File: src/hw/rtl/aria_ram.sv
// ----------------------------------------------------------------------------
// ARIA generic RAM
// Single write port, single read port, registered read data.
// ----------------------------------------------------------------------------
module aria_ram #(
	parameter int unsigned WIDTH = 128,
	parameter int unsigned DEPTH = 17
) (
	input  logic                     clk,
	input  logic                     we,
	input  logic [$clog2(DEPTH)-1:0] waddr,
	input  logic [WIDTH-1:0]         wdata,
	input  logic [$clog2(DEPTH)-1:0] raddr,
	output logic [WIDTH-1:0]         rdata
);

	logic [WIDTH-1:0] mem_q [DEPTH];

	// write port and registered read
	always_ff @(posedge clk) begin
		if (we) mem_q[waddr] <= wdata;
		rdata <= mem_q[raddr];
	end

endmodule

File: config.mk
export PLATFORM = sky130hd
export DESIGN_NAME = aria_ram
export DESIGN_NICKNAME = d
export VERILOG_FILES = /design/src/hw/rtl/aria_ram.sv
export SDC_FILE = /design/constraint.sdc
export NUM_CORES = 2
export LEC_CHECK = 0
export BUFFER_PORTS_ARGS = -buffer_cell sky130_fd_sc_hd__buf_2
export CORE_AREA = 2 2 362 400
export DETAILED_ROUTE_END_ITERATION = 7
export DIE_AREA = 0 0 364 402
export PLACE_DENSITY = 0.77
export SKIP_LAST_GASP = 1
export SLEW_MARGIN = 25
export SYNTH_ARGS = -nofsm -noshare
export SYNTH_HDL_FRONTEND = slang
export SYNTH_SLANG_ARGS = --single-unit
File: constraint.sdc
create_clock -name clk -period 19.3 [get_ports clk]
set_input_delay 0.965 -clock clk [delete_from_list [all_inputs] [get_ports clk]]
set_output_delay 0.965 -clock clk [all_outputs]
set_load 0.03 [all_outputs]
* Yosys cells after proc, flatten, opt, wreduce, memory -nomap -nowiden *
Memory sizes are Yosys's and may differ from the RTL's. A register that Yosys moved wholly into a read port is not among the register bits.
Index checks and enable logic that the tools add are counted.

word-level totals
  flip-flop bits (word level) = 0
  bits in writable memories = 2176
  bits of input ports = 140
  output and inout port bits = 128
  memories kept = 1

memory list
  memory  depth  width  rd ports  clocked after memory_dff  write ports  RTL line  source
  mem_q   17     128    1         1                         1            17        logic [WIDTH-1:0] mem_q [DEPTH];

cells by class
  mux-type cells = 2

operator list
  operator          count
  1-bit 2-to-1 mux  2

* Depth between registers and ports, before layout *
  word-level depth = 2
  mapped depth = 8
  gate-level depth less buffers = 4

* Worst setup path after synthesis *
Ideal clock, no wire load.

  path type = input -> register
  start point = input port we
  end point = memory mem_q[8][0], enable pin
  arrival = 10.681 ns
  required time = 18.502 ns
  path slack = 7.821 ns
  stages on the path = 3
  cell sequence = nor2b_1 -> nand2_1 -> nor3b_1

between the ends
  word-level cells in the longest chain between the ends = 2

RTL lines
  item                                    RTL line  source
  start, declared                         10        input logic we,
  1-bit 2-to-1 mux                        21        if (we) mem_q[waddr] <= wdata;
  1-bit 2-to-1 mux (not written as such)  21
  end, declared                           17

No other way between the ends.

==> results.py <==
metrics = {
    "drt": {
        "drc": 0,
        "drt_wl_total_mm": 193.5,
        "drtIter0Drc": 5040,
        "dr.pass1.iters": 5,
        "wl_per_cell_um": 30.53,
        "viasPerCell": 6.473,
        "vias": 41039,
        "final_antenna_net_count": 0,
    },
    "floorplanning": {
        "initial_utilization_pct": 59.57,
        "coreArea_mm2": 0.1427,
        "io_pins": 268,
        "rows": 146,
        "dieArea_mm2": 0.1463,
        "die_h_um": 402,
        "dieWidth_um": 364,
    },
    "timing": {
        "max_slew_margin_pct": 27.84,
        "period_minus_slack_ns": 4.861,
        "hold_viol_final": 0,
        "tns_ns": 0,
        "slew_violations": 0,
        "timing.fmax_ghz": 0.2057,
        "fin_crit_sh_pct": 25.18,
        "tightest_slew_ns": 1.082,
        "setup_violations": 0,
        "fin_skew_ns": 0.02920,
        "rsz0062_at_grt": "false",
    },
    "place": {
        "post-place-cells": 5921,
        "gp_congestion": 0.7284,
        "hpwlAfterDp_mm": 92.67,
        "place_area_mm2": 0.08833,
        "port_buffers": 267,
    },
    "logic_synthesis": {
        "synth.distinct_cells": 29,
        "synth_area_mm2": 0.08498,
        "ys_ff_latch": 2304,
        "synth_nets": 4013,
        "ys.flop_type": "edfxtp_1",
        "ys_seq_area_share_pct": 79.90,
        "ys_warn_count": 0,
        "syn_inst": 3873,
        "synth_top_area_share_pct": 76.89,
        "yosysTopAreaCell": "edfxtp_1",
        "synthTopCellsByArea": "edfxtp_1 77%, mux4_2 9.0%, mux2i_1 5.6%, dfxtp_1 3.0%, o22ai_1 1.2%",
        "async_flop_share_pct": 0,
        "synth_edf_count": 2176,
        "avgSynthCellArea_um2": 21.94,
    },
    "cts": {
        "clockBufferDepth": 3,
        "post_cts_buffers": 0,
        "cts_buffers": 213,
        "clock-sinks": 2304,
        "ctsRootBufferMaster": "clkbuf_16",
        "cts_tree": "done",
        "clk_pin_slew_ns": 0.06,
        "cts_max_level": 4,
        "worstSkewPairLatency_ns": 0.84,
        "cts_resized": 0,
        "cts_hold_buf": 0,
    },
    "global_routing": {
        "antenna_found_initial": 53,
        "grt_first_pass_wirelength_mm": 279.5,
        "grt_usage_pct": 26.66,
        "grt_overflow_total": 0,
        "grt_pass1_vias": 41518,
        "grt_max_degree": 118,
    },
    "layout": {
        "final_cells": 6340,
        "areaGrowthSynthToFinish_pct": 12.18,
        "fin_area_mm2": 0.09533,
        "nets": 4352,
        "drive_gt1_share_pct": 23.37,
    },
    "flow_run": {
        "max_cap_violations": 0,
    },
    "critical_path": {
        "required_ns": 19.97,
        "crit_path_max_fanout": 62,
        "r2r_slack_ns": 17.69,
        "critPathKind": "input pin to register",
        "cp_slowest_cell": "buf_4",
        "crit_path_end_kind": "register",
        "start_kind": "input pin",
        "crit_arrival_ns": 5.53,
        "path_delay_family": "buffers and inverters",
        "slowest_delay_ns": 0.82,
        "crit_chain": "buf_8 -> buf_4 -> buf_4 -> buf_6 -> buf_6 -> mux4_2 -> mux2i_1 -> a21oi_1",
        "path_buf_inv": 5,
    },
    "power": {
        "p_leak_nw": 31.63,
        "ir_drop_v": 0.0001011,
        "power.total_w": 0.01019,
        "powerDensity_mw_per_mm2": 106.9,
    },
    "outcome": {
        "outcome": "finished, final reports clean",
    },
    "min_path": {
        "hold_path.class": "register to register",
    },
}
cells in the final DEF (no fill, tap or decap), types with 2 or more instances in the layout:
| cell | n |
|---|---|
| nor4_1 | 14 |
| nor2_4 | 14 |
| o32ai_1 | 72 |
| clkbuf_16 | 217 |
| mux4_2 | 340 |
| inv_6 | 3 |
| nand2b_1 | 4 |
| nand2_1 | 4 |
| buf_8 | 3 |
| nor2_1 | 30 |
| mux2i_1 | 472 |
| bufinv_16 | 14 |
| nand2b_4 | 2 |
| diode_2 | 17 |
| edfxtp_1 | 2176 |
| clkbuf_8 | 16 |
| o22ai_1 | 169 |
| buf_2 | 262 |
| or2_2 | 2 |
| a21o_1 | 42 |
| clkinv_1 | 39 |
| nor3b_2 | 2 |
| inv_1 | 14 |
| nand2_4 | 2 |
| clkinv_2 | 52 |
| nand3b_1 | 2 |
| a211oi_1 | 11 |
| clkinv_8 | 5 |
| clkbuf_1 | 44 |
| dfxtp_1 | 128 |
| a221oi_1 | 14 |
| buf_12 | 8 |
| clkinvlp_4 | 5 |
| clkinv_16 | 2 |
| o221ai_1 | 31 |
| inv_16 | 4 |
| a21oi_1 | 103 |
| buf_6 | 4 |
| buf_4 | 66 |
cells by family (layout without fill, tap and decap cells):
group	Yosys count	in the layout	share of synthesized area (%)
compound gates	442	442	3.525
flops	2304	2304	79.90
mux	812	812	14.57
buf+inv	234	760	1.547
other cells	0	17	0
simple gates	81	81	0.4549
cell usage after synthesis (21+ instances only):
master	instances
clkbuf_1	65
buf_6	21
edfxtp_1	2176
mux2i_1	472
buf_4	42
nor2_1	44
a21oi_1	103
o22ai_1	169
o221ai_1	31
dfxtp_1	128
a21o_1	42
o32ai_1	72
mux4_2	340
buf_2	79
registers in the layout, summed over array words and instances, names as in the netlist:
| name | count |
|---|---|
| rdata | 128 |
| mem_q | 2176 |
layout make-up:
cell class | instances | area [um^2]
well taps | 1924 | 2407
clock buffers | 277 | 5816
clock inverters | 125 | 1124
repair buffers | 343 | 2057
multi-input cells | 1335 | 15920
diodes | 17 | 42.54
inverters | 15 | 61.31
fillers | 8788 | 47340
flip-flops and latches | 2304 | 67910
final timing paths:
kind         depth (start not counted)   endpoint          start
max                                  8  rdata[74]       raddr[0]
min                                  1  rdata[35]  mem_q[16][35]
max reg2reg                          4  rdata[78]   mem_q[7][78]
min reg2reg                          1  rdata[35]  mem_q[16][35]
per-stage QoR:
| stage | worst slack [ns] | hold slack [ns] | util (%) |
|---|---|---|---|
| 3_5_place_dp | 13.05 | 0.4339 | 61.92 |
| 2_1_floorplan | 7.821 | 0.4232 | - |
| 6_report | 14.44 | 0.4438 | 66.82 |
| 5_1_grt | 14.11 | 0.4570 | 66.80 |
| 3_3_place_gp | 13.17 | 0.4301 | 61.90 |
| 4_1_cts | 13.94 | 0.4349 | 66.78 |
routing by layer:
layer / GRT usage, % / part of all wire (%) / wire (um)
met1: 35.31 / 37 / 72060
met2: 45.06 / 51 / 99250
met5: 0 / 0.15 / 291
met4: 8.932 / 3.0 / 5854
met3: 4.850 / 8.3 / 16080
power breakdown:
part / internal (W) / leakage, nW / switching [W]
clock network: 0.00232 / 3.42 / 0.00181
registers: 0.00554 / 20.7 / 0.0000309
logic: 0.000172 / 7.53 / 0.000321
total: 0.00804 / 31.6 / 0.00216
No activity file was read; power rests on OpenSTA's default activity.
